`config.mk`:
```
export PLATFORM = sky130hd
export DESIGN_NAME = ps2mt_div
export DESIGN_NICKNAME = d
export VERILOG_FILES = /design/src/hdl/ps2mt_pkg.sv /design/src/hdl/ps2mt_div.sv
export SDC_FILE = /design/constraint.sdc
export NUM_CORES = 1
export LEC_CHECK = 0
export BUFFER_PORTS_ARGS = -buffer_cell sky130_fd_sc_hd__buf_2
export CORE_MARGIN = 3
export CORE_UTILIZATION = 30
export DETAILED_ROUTE_END_ITERATION = 10
export PLACE_DENSITY = 0.46
export SLEW_MARGIN = 5
export SYNTH_ARGS = -nofsm -noshare
export SYNTH_HDL_FRONTEND = slang
export SYNTH_SLANG_ARGS = --single-unit
```
`constraint.sdc`:
```
create_clock -name clk -period 2.5 [get_ports clk]
set_clock_uncertainty 0.1 [all_clocks]
set_input_delay 0.125 -clock clk [delete_from_list [all_inputs] [get_ports clk]]
set_output_delay 0.125 -clock clk [all_outputs]
set_load 0.01 [all_outputs]
```
`src/hdl/ps2mt_pkg.sv`:
```
// shared constants and types for the ps/2 mouse packet tracker
`timescale 1ns / 1ps

package ps2mt_pkg;

    localparam int FIFO_DEPTH_DEF = 1024;
    localparam int COORD_BITS_DEF = 12;

    localparam int SIZE_W       = 13;
    localparam int FRAC_W       = 32;
    localparam int BTN_W        = 3;
    localparam int RESET_WIDTH  = 1024;
    localparam int RESET_HEIGHT = 768;

    // register indexes of the configuration port
    localparam logic REG_SCREEN_WIDTH  = 1'b0;
    localparam logic REG_SCREEN_HEIGHT = 1'b1;

    // input actions
    localparam logic ACT_BYTE = 1'b0;
    localparam logic ACT_POLL = 1'b1;

    // result status codes
    localparam logic [1:0] ST_NONE    = 2'd0;
    localparam logic [1:0] ST_WRITTEN = 2'd1;
    localparam logic [1:0] ST_DROPPED = 2'd2;

    // byte position within a packet
    localparam logic [1:0] PH_FIRST  = 2'd0;
    localparam logic [1:0] PH_SECOND = 2'd1;
    localparam logic [1:0] PH_THIRD  = 2'd2;

    // bit positions in the first packet byte
    localparam int FLAG_ALWAYS_ONE = 3;
    localparam int FLAG_X_SIGN     = 4;
    localparam int FLAG_Y_SIGN     = 5;
    localparam int FLAG_X_OVF      = 6;
    localparam int FLAG_Y_OVF      = 7;

    typedef struct packed {
        logic push;
        logic pop;
    } fifo_ctrl_t;

    typedef struct packed {
        logic             empty;
        logic             full;
        logic [BTN_W-1:0] last_btn;
    } fifo_stat_t;

endpackage

```
`src/hdl/ps2mt_div.sv`:
```
// bit-serial restoring divider for the screen fraction, one quotient bit a cycle
`timescale 1ns / 1ps

module ps2mt_div
    import ps2mt_pkg::*;
#(
    parameter int COORD_BITS = COORD_BITS_DEF
)
(
    input  logic                  clk,
    input  logic                  rst_n,
    input  logic                  start,
    input  logic [COORD_BITS-1:0] dividend,
    input  logic [COORD_BITS:0]   divisor,
    output logic                  done,
    output logic [FRAC_W-1:0]     quotient
);

    localparam int CNT_W = $clog2(FRAC_W + 1);
    localparam int RW    = COORD_BITS + 1;

    logic              busy_reg;
    logic              done_reg;
    logic              sat_reg;
    logic [CNT_W-1:0]  cnt_reg;
    logic [RW-1:0]     rem_reg;
    logic [RW-1:0]     dvs_reg;
    logic [FRAC_W-1:0] quo_reg;

    logic [RW:0]       rem_dbl;
    logic [RW:0]       rem_sub;
    logic              fits;
    logic [RW-1:0]     rem_step;

    always_comb
    begin
        rem_dbl  = {rem_reg, 1'b0};
        rem_sub  = rem_dbl - {1'b0, dvs_reg};
        fits     = (rem_dbl >= {1'b0, dvs_reg});
        rem_step = fits ? rem_sub[RW-1:0] : rem_dbl[RW-1:0];
    end

    always_ff @(posedge clk or negedge rst_n)
    begin
        if (!rst_n)
        begin
            busy_reg <= 1'b0;
            done_reg <= 1'b0;
            cnt_reg  <= '0;
        end
        else if (start)
        begin
            busy_reg <= 1'b1;
            done_reg <= 1'b0;
            cnt_reg  <= CNT_W'(FRAC_W);
        end
        else if (busy_reg)
        begin
            cnt_reg <= cnt_reg - 1'b1;
            if (cnt_reg == CNT_W'(1))
            begin
                busy_reg <= 1'b0;
                done_reg <= 1'b1;
            end
        end
        else
        begin
            done_reg <= 1'b0;
        end
    end

    always_ff @(posedge clk)
    begin
        if (start)
        begin
            // position at or past the screen edge saturates the fraction
            sat_reg <= ({1'b0, dividend} >= divisor);
            rem_reg <= {1'b0, dividend};
            dvs_reg <= divisor;
            quo_reg <= '0;
        end
        else if (busy_reg)
        begin
            rem_reg <= rem_step;
            quo_reg <= {quo_reg[FRAC_W-2:0], fits};
        end
    end

    assign done     = done_reg;
    assign quotient = sat_reg ? '1 : quo_reg;

endmodule

```
==> summary.txt, run 1 <==
Worst path depth -> 10
Post-synth EDFFs -> 26
critical path arrival -> 2460 ps
# rows -> 40
clock latency at the later pin of the worst-skew pair -> 320 ps
Post-Layout Cell Count -> 645
Cell variety after synth -> 44
CTS clk-pin slew, worst paths -> 60 ps
Rel. slew slack -> 49.6%
io pins -> 61
die area -> 13800 um2
buffers plus inverters on the worst setup path -> 2
core area -> 12100 um2
Total Wirelength -> 8580 um
clock buffer depth -> 2
routed vias/inst -> 4.50
Port Buffers -> 60
Hold WS -> 10.6 ps
Post-Syn Instances -> 378
Cell Pwr Density -> 964 nW/um2
failing checks -> setup timing
largest net degree at the start of global routing -> 87
Chip Height -> 118 um
Detailed Route Iter0 Violations -> 84
Mapped Area -> 3740 um2
P_leak -> 2.38 nW
Peak VDD IR -> 0.000353 V
First-pass DRT Iterations -> 4
first-pass GRT wire length -> 14000 um
Worst Reg2Reg Path Length in Cells -> 10
Final setup viols -> 1
largest area contributor in the netlist -> edfxtp_1
Critical Path, Cell by Cell -> inv_2 > fa_2 > nand2b_4 > a21oi_4 > o211ai_2 > a21oi_2 > a2111oi_4 > buf_6 > nor3_2 > a221o_1
Setup TNS -> -0.818 ps
routed wire length per instance -> 13.3 um
placed insts -> 602
crit start category -> flip-flop
routability cong. -> 0.780
Slowest cell on crit path -> edfxtp_1
max FFs per register -> 32
status -> finished, violations left
CP Capture Type -> flip-flop
RSZ-0062 raised after global routing -> yes
Largest delay share family, worst path -> compound AO/OA/AOI/OAI gates
HP Class -> primary input to flip-flop
Max-cap violations -> 0
CP max stage delay -> 420 ps
FF-to-FF Start -> rem_reg[0]
r2r setup slk -> -0.8 ps
CTS tree -> yes
H-tree Lvls -> 3
HPWL after DPL -> 5860 um
count of final hold-check violations -> 0
Synth area leaders -> edfxtp_1, dfxtp_1, ha_1
Final period util -> 100%
pre-CTS setup slack -> -118 ps
minimum clock period -> 2500 ps
Initial Util -> 30.9%
sequential share of the synthesized area -> 43.9%
placed inst area -> 4290 um2
YS warnings -> 0
final instance area -> 5040 um2
Root Buffer -> clkbuf_16
reg2reg end -> rem_reg[5]
initial antenna violation count -> 0
layout cell share with drive strength beyond 1 -> 36.7%
CP required -> 2460 ps
gr ovfl total -> 0
Async SR Flop Fraction -> 11.9%
CP startpoint -> rem_reg[0]
routed via count -> 2905
vias in the first global route -> 2865
final core occ -> 41.6%
number of synthesized register bits -> 67
syn avg cell area -> 9.90 um2
Worst setup endpoint -> rem_reg[5]
Syn-to-layout area delta -> 34.7%
die width -> 118 um
Power Total -> 4.86 mW
fin nets -> 528
Max FO, Critical Path -> 5
antenna-violating nets left -> 0
Inserted Clock Buffers -> 9
Max Fclk -> 400 MHz
Residual DRC -> 0
Setup WS post-layout -> -0.818 ps
number of clock sinks -> 67
Tot GR Track Use -> 12.3%
top_reg_cell synth -> dfxtp_1
Final Max Slew Viols -> 0
# diodes -> 0
WS Path Type -> flip-flop to flip-flop
Synthesized Nets -> 434
Tightest Pin Transition -> 756 ps
area share of the largest cell type after synthesis -> 20.9%
## kinds of logic (layout without fill, tap and decap cells)
logic type | after synthesis | in the layout | synth area share (%)
compound gates | 59 | 59 | 11.3
fa+ha+maj | 28 | 28 | 9.57
buf+inv | 48 | 147 | 5.15
simple gates | 130 | 130 | 18.2
xor+xnor | 12 | 12 | 2.81
mux | 34 | 34 | 9.13
flops | 67 | 67 | 43.9
## worst min path at each step
stage	start	to	slack (ps)	cells past startpoint
floorplan	rst_n	busy_reg	-270	0
global placement	rst_n	cnt_reg[3]	-120	1
detailed placement	rst_n	cnt_reg[2]	-120	1
CTS	dividend[0]	rem_reg[0]	8	3
global route	dividend[0]	rem_reg[0]	40	3
finish	dividend[0]	rem_reg[0]	10	3
## worst register-to-register path, delay by kind of cell, from the launching register on
kind | cells | cell delay, ps
AOI/OAI and AO/OA | 5 | 1020
adders and majority gates | 1 | 210
buffers and inverters | 2 | 300
DFF | 1 | 420
and+or+nand+nor | 2 | 180
## power by group
part | internal (mW) | switching (mW) | total (mW)
clock network | 0.763 | 0.445 | 1.21
logic | 1.13 | 1.01 | 2.14
registers | 1.35 | 0.161 | 1.51
## metal layers
layer  vias to the layer above  global-route usage [%]  part of all wire [%]
met5                         -                       0                     0
met4                         0                    5.05                   1.7
met3                        11                    2.07                   2.6
met2                        45                    20.9                    50
met1                      1345                    15.5                    46
li1                       1504                       -                     -
## cells in the final DEF, fill, tap and decap left out, types with 7 or more instances in the layout
| cell | count |
|---|---|
| buf_2 | 61 |
| nor2_1 | 41 |
| or2_2 | 35 |
| dfxtp_1 | 33 |
| mux2i_1 | 32 |
| inv_1 | 26 |
| edfxtp_1 | 26 |
| buf_4 | 22 |
| ha_1 | 17 |
| dlygate4sd3_1 | 14 |
| a21oi_1 | 12 |
| nand2_1 | 12 |
| ha_4 | 9 |
| clkbuf_16 | 9 |
| o21ai_0 | 8 |
| a21oi_2 | 7 |
| nand3b_1 | 7 |
| dfrtp_1 | 7 |
## synthesized netlist by cell type, types with 3 or more instances
| cell type | n |
|---|---|
| mux2i_1 | 33 |
| xor2_1 | 6 |
| clkbuf_1 | 15 |
| o311ai_0 | 6 |
| nor2_1 | 42 |
| ha_1 | 27 |
| nand4_1 | 3 |
| o21ai_0 | 10 |
| dfxtp_1 | 33 |
| xnor2_1 | 6 |
| inv_1 | 30 |
| nand2_1 | 13 |
| nor2b_1 | 6 |
| nand3b_1 | 7 |
| a21oi_1 | 18 |
| nand2b_1 | 7 |
| a21o_1 | 5 |
| or2_2 | 35 |
| a211oi_1 | 3 |
| nor3_1 | 9 |
| edfxtp_1 | 26 |
| dfrtp_1 | 8 |
## timing repair
item                                    CTS  global route
hold buffers                             14             0
resized for setup                        10            39
pin swaps                                 4            20
hold endpoints to repair                 21             0
gates cloned                              0             1
buffers inserted                          5             7
endpoints found under the setup margin    9            12
## area by class of cell
cell class / count / area, um2
Fill cell: 1233 / 7070
Sequential cell: 67 / 1640
Clock buffer: 10 / 229
Inverter: 30 / 113
Multi-Input combinational cell: 263 / 2120
Clock inverter: 6 / 57.6
Tap cell: 168 / 210
Timing Repair Buffer: 101 / 664
No activity file was read; power rests on OpenSTA's default activity.
==> run 2, diff against run 1 <==
Settings changed: PLACE_DENSITY 0.46 to 0.58, SETUP_SLACK_MARGIN set to 0.4.
==> run 2 against run 1 <==
Core utilization is 0.13 points lower; count of clock-buffer cells in the layout stayed put; highest routed layer unchanged; die area stayed put; critical endpoint is now rem_reg[9]; global-route usage hardly changed; flip-flop and latch count stayed put; the flow now finishes without violations; wire length is 2.1% lower; critical path depth is 1 lower; largest cell class unchanged; via count is 0.62% lower; worst setup slack better by 42 ps.
==> summary.txt, run 2 (synthesis results as in run 1) <==
First-pass DRT Iterations -> 4 (unchanged)
Setup WS post-layout -> 41.2 ps (+42.0 ps)
Hold WS -> 11.1 ps (+0.565 ps)
routed wire length per instance -> 13.2 um (-1.0%)
critical path arrival -> 2550 ps (+90 ps)
CP Capture Type -> flip-flop
Initial Util -> 30.9% (unchanged)
routed vias/inst -> 4.53 (+0.47%)
Total Wirelength -> 8400 um (-2.1%)
wire length on met3 -> 417 um (+87%)
wl on met1 -> 3950 um (+1.1%)
Final setup viols -> 0 (-1)
clock buffer depth -> 2 (unchanged)
# rows -> 40 (unchanged)
Peak VDD IR -> 0.000349 V (-0.93%)
Max Fclk -> 407 MHz (+1.7%)
pre-CTS setup slack -> -36.3 ps (+81.9 ps)
Final Max Slew Viols -> 0 (unchanged)
Setup TNS -> 0 ps (+0.818 ps)
Rel. slew slack -> 49.2% (-0.39 points)
CTS tree -> yes
Power Total -> 4.90 mW (+0.81%)
HPWL after DPL -> 5570 um (-4.9%)
gr ovfl total -> 0 (unchanged)
number of clock sinks -> 67 (unchanged)
routed via count -> 2887 (-0.62%)
Final period util -> 98.4% (-1.7 points)
Critical Path, Cell by Cell -> ha_4 > nand4_1 > nor3_2 > a31oi_4 > a21oi_2 > a2111oi_4 > buf_12 > or3b_4 > a21oi_2
routability cong. -> 0.794 (+1.8%)
# diodes -> 0 (unchanged)
vias in the first global route -> 2945 (+2.8%)
met2 routed WL -> 3930 um (-8.4%)
fin nets -> 521 (-1.3%)
Port Buffers -> 60 (unchanged)
count of final hold-check violations -> 0 (unchanged)
Syn-to-layout area delta -> 34.3%
io pins -> 61 (unchanged)
Cell Pwr Density -> 975 nW/um2 (+1.1%)
CP max stage delay -> 440 ps (+20 ps)
clock latency at the later pin of the worst-skew pair -> 340 ps (+20 ps)
cell mode on critical path -> a21oi_2
r2r setup slk -> 40 ps (+40 ps)
Max-cap violations -> 0 (unchanged)
Root Buffer -> clkbuf_16
crit start category -> flip-flop
most frequent cells in the layout -> buf_2, nor2_1, or2_2
first-pass GRT wire length -> 14100 um (+0.45%)
Tightest Pin Transition -> 762 ps (+5.89 ps)
max FFs per register -> 32 (unchanged)
HP Class -> primary input to flip-flop
commonest non-fill, non-tap cell in the layout -> buf_2
Max FO, Critical Path -> 10 (+5)
CP required -> 2590 ps (+130 ps)
die width -> 118 um (unchanged)
largest net degree at the start of global routing -> 48 (-45%)
layout cell share with drive strength beyond 1 -> 36.4% (-0.30 points)
die area -> 13800 um2 (unchanged)
H-tree Lvls -> 3 (unchanged)
RSZ-0062 raised after global routing -> yes
Inserted Clock Buffers -> 9 (unchanged)
status -> complete, no violations
DR top layer -> met4
CTS clk-pin slew, worst paths -> 60 ps (about the same)
minimum clock period -> 2460 ps (-42.0 ps)
Slowest cell on crit path -> edfxtp_1
Chip Height -> 118 um (unchanged)
Residual DRC -> 0 (unchanged)
antenna-violating nets left -> 0 (unchanged)
WS Path Type -> flip-flop to flip-flop
initial antenna violation count -> 0 (unchanged)
core area -> 12100 um2 (unchanged)
Detailed Route Iter0 Violations -> 158 (+88%)
Tot GR Track Use -> 12.4% (+0.045 points)
P_leak -> 2.37 nW (-0.37%)
final core occ -> 41.5% (-0.13 points)
==> run 2: layer usage <==
metal,vias to the layer above,global-route usage [%]
li1,1485,-
met1,1335,15.3
met2,56,20.3
met3,11,3.99
met4,0,4.18
met5,-,0
==> run 2: path summary, 6_finish.rpt <==
path	startpoint	to	cells after the start
worst max-delay path	rem_reg[2]	rem_reg[9]	9
worst min-delay path	dividend[4]	rem_reg[4]	3
worst max register to register	rem_reg[2]	rem_reg[9]	9
worst min register to register	quo_reg[31]	quo_reg[31]	2
max in group asynchronous	rst_n	busy_reg	2
min in group asynchronous	rst_n	done	2
==> run 2: worst max-delay path, delay by kind of cell (launching register included) <==
| family | cells | cell delay, ps |
|---|---|---|
| AO/OA/AOI/OAI | 4 | 520 |
| adder cells (fa/ha/maj) | 1 | 330 |
| buffers and inverters | 1 | 160 |
| flip-flops | 1 | 440 |
| AND/OR/NAND/NOR | 3 | 760 |
==> run 2: what timing repair did <==
| item | 4_1_cts | 5_1_grt |
|---|---|---|
| hold endpoints to repair | 21 | 0 |
| resized for setup | 22 | 10 |
| pin swaps | 5 | 0 |
| setup endpoints to repair | 14 | 15 |
| buffers inserted | 6 | 7 |
| hold buffers | 14 | 0 |
==> run 2: through the flow <==
step                std cells  area [um2]
global placement          595        4370
floorplan                 378        3870
CTS                       631        4930
finish                    638        5020
global route              638        5020
detailed placement        595        4370
==> run 2: cell type report <==
| class | count | area [um2] |
|---|---|---|
| well taps | 168 | 210 |
| fillers | 1230 | 7090 |
| clock inverters | 6 | 46.3 |
| flip-flops and latches | 67 | 1640 |
| clock buffers | 10 | 250 |
| inverters | 30 | 113 |
| multi-input cells | 263 | 2150 |
| repair buffers | 94 | 614 |
==> run 2: where the power goes <==
| part | leakage (nW) | switching [mW] | internal, mW | total [mW] |
|---|---|---|---|---|
| logic | 1.59 | 1.01 | 1.14 | 2.15 |
| clock network | 0.148 | 0.510 | 0.739 | 1.25 |
| registers | 0.630 | 0.155 | 1.35 | 1.50 |
| total | 2.37 | 1.67 | 3.23 | 4.90 |
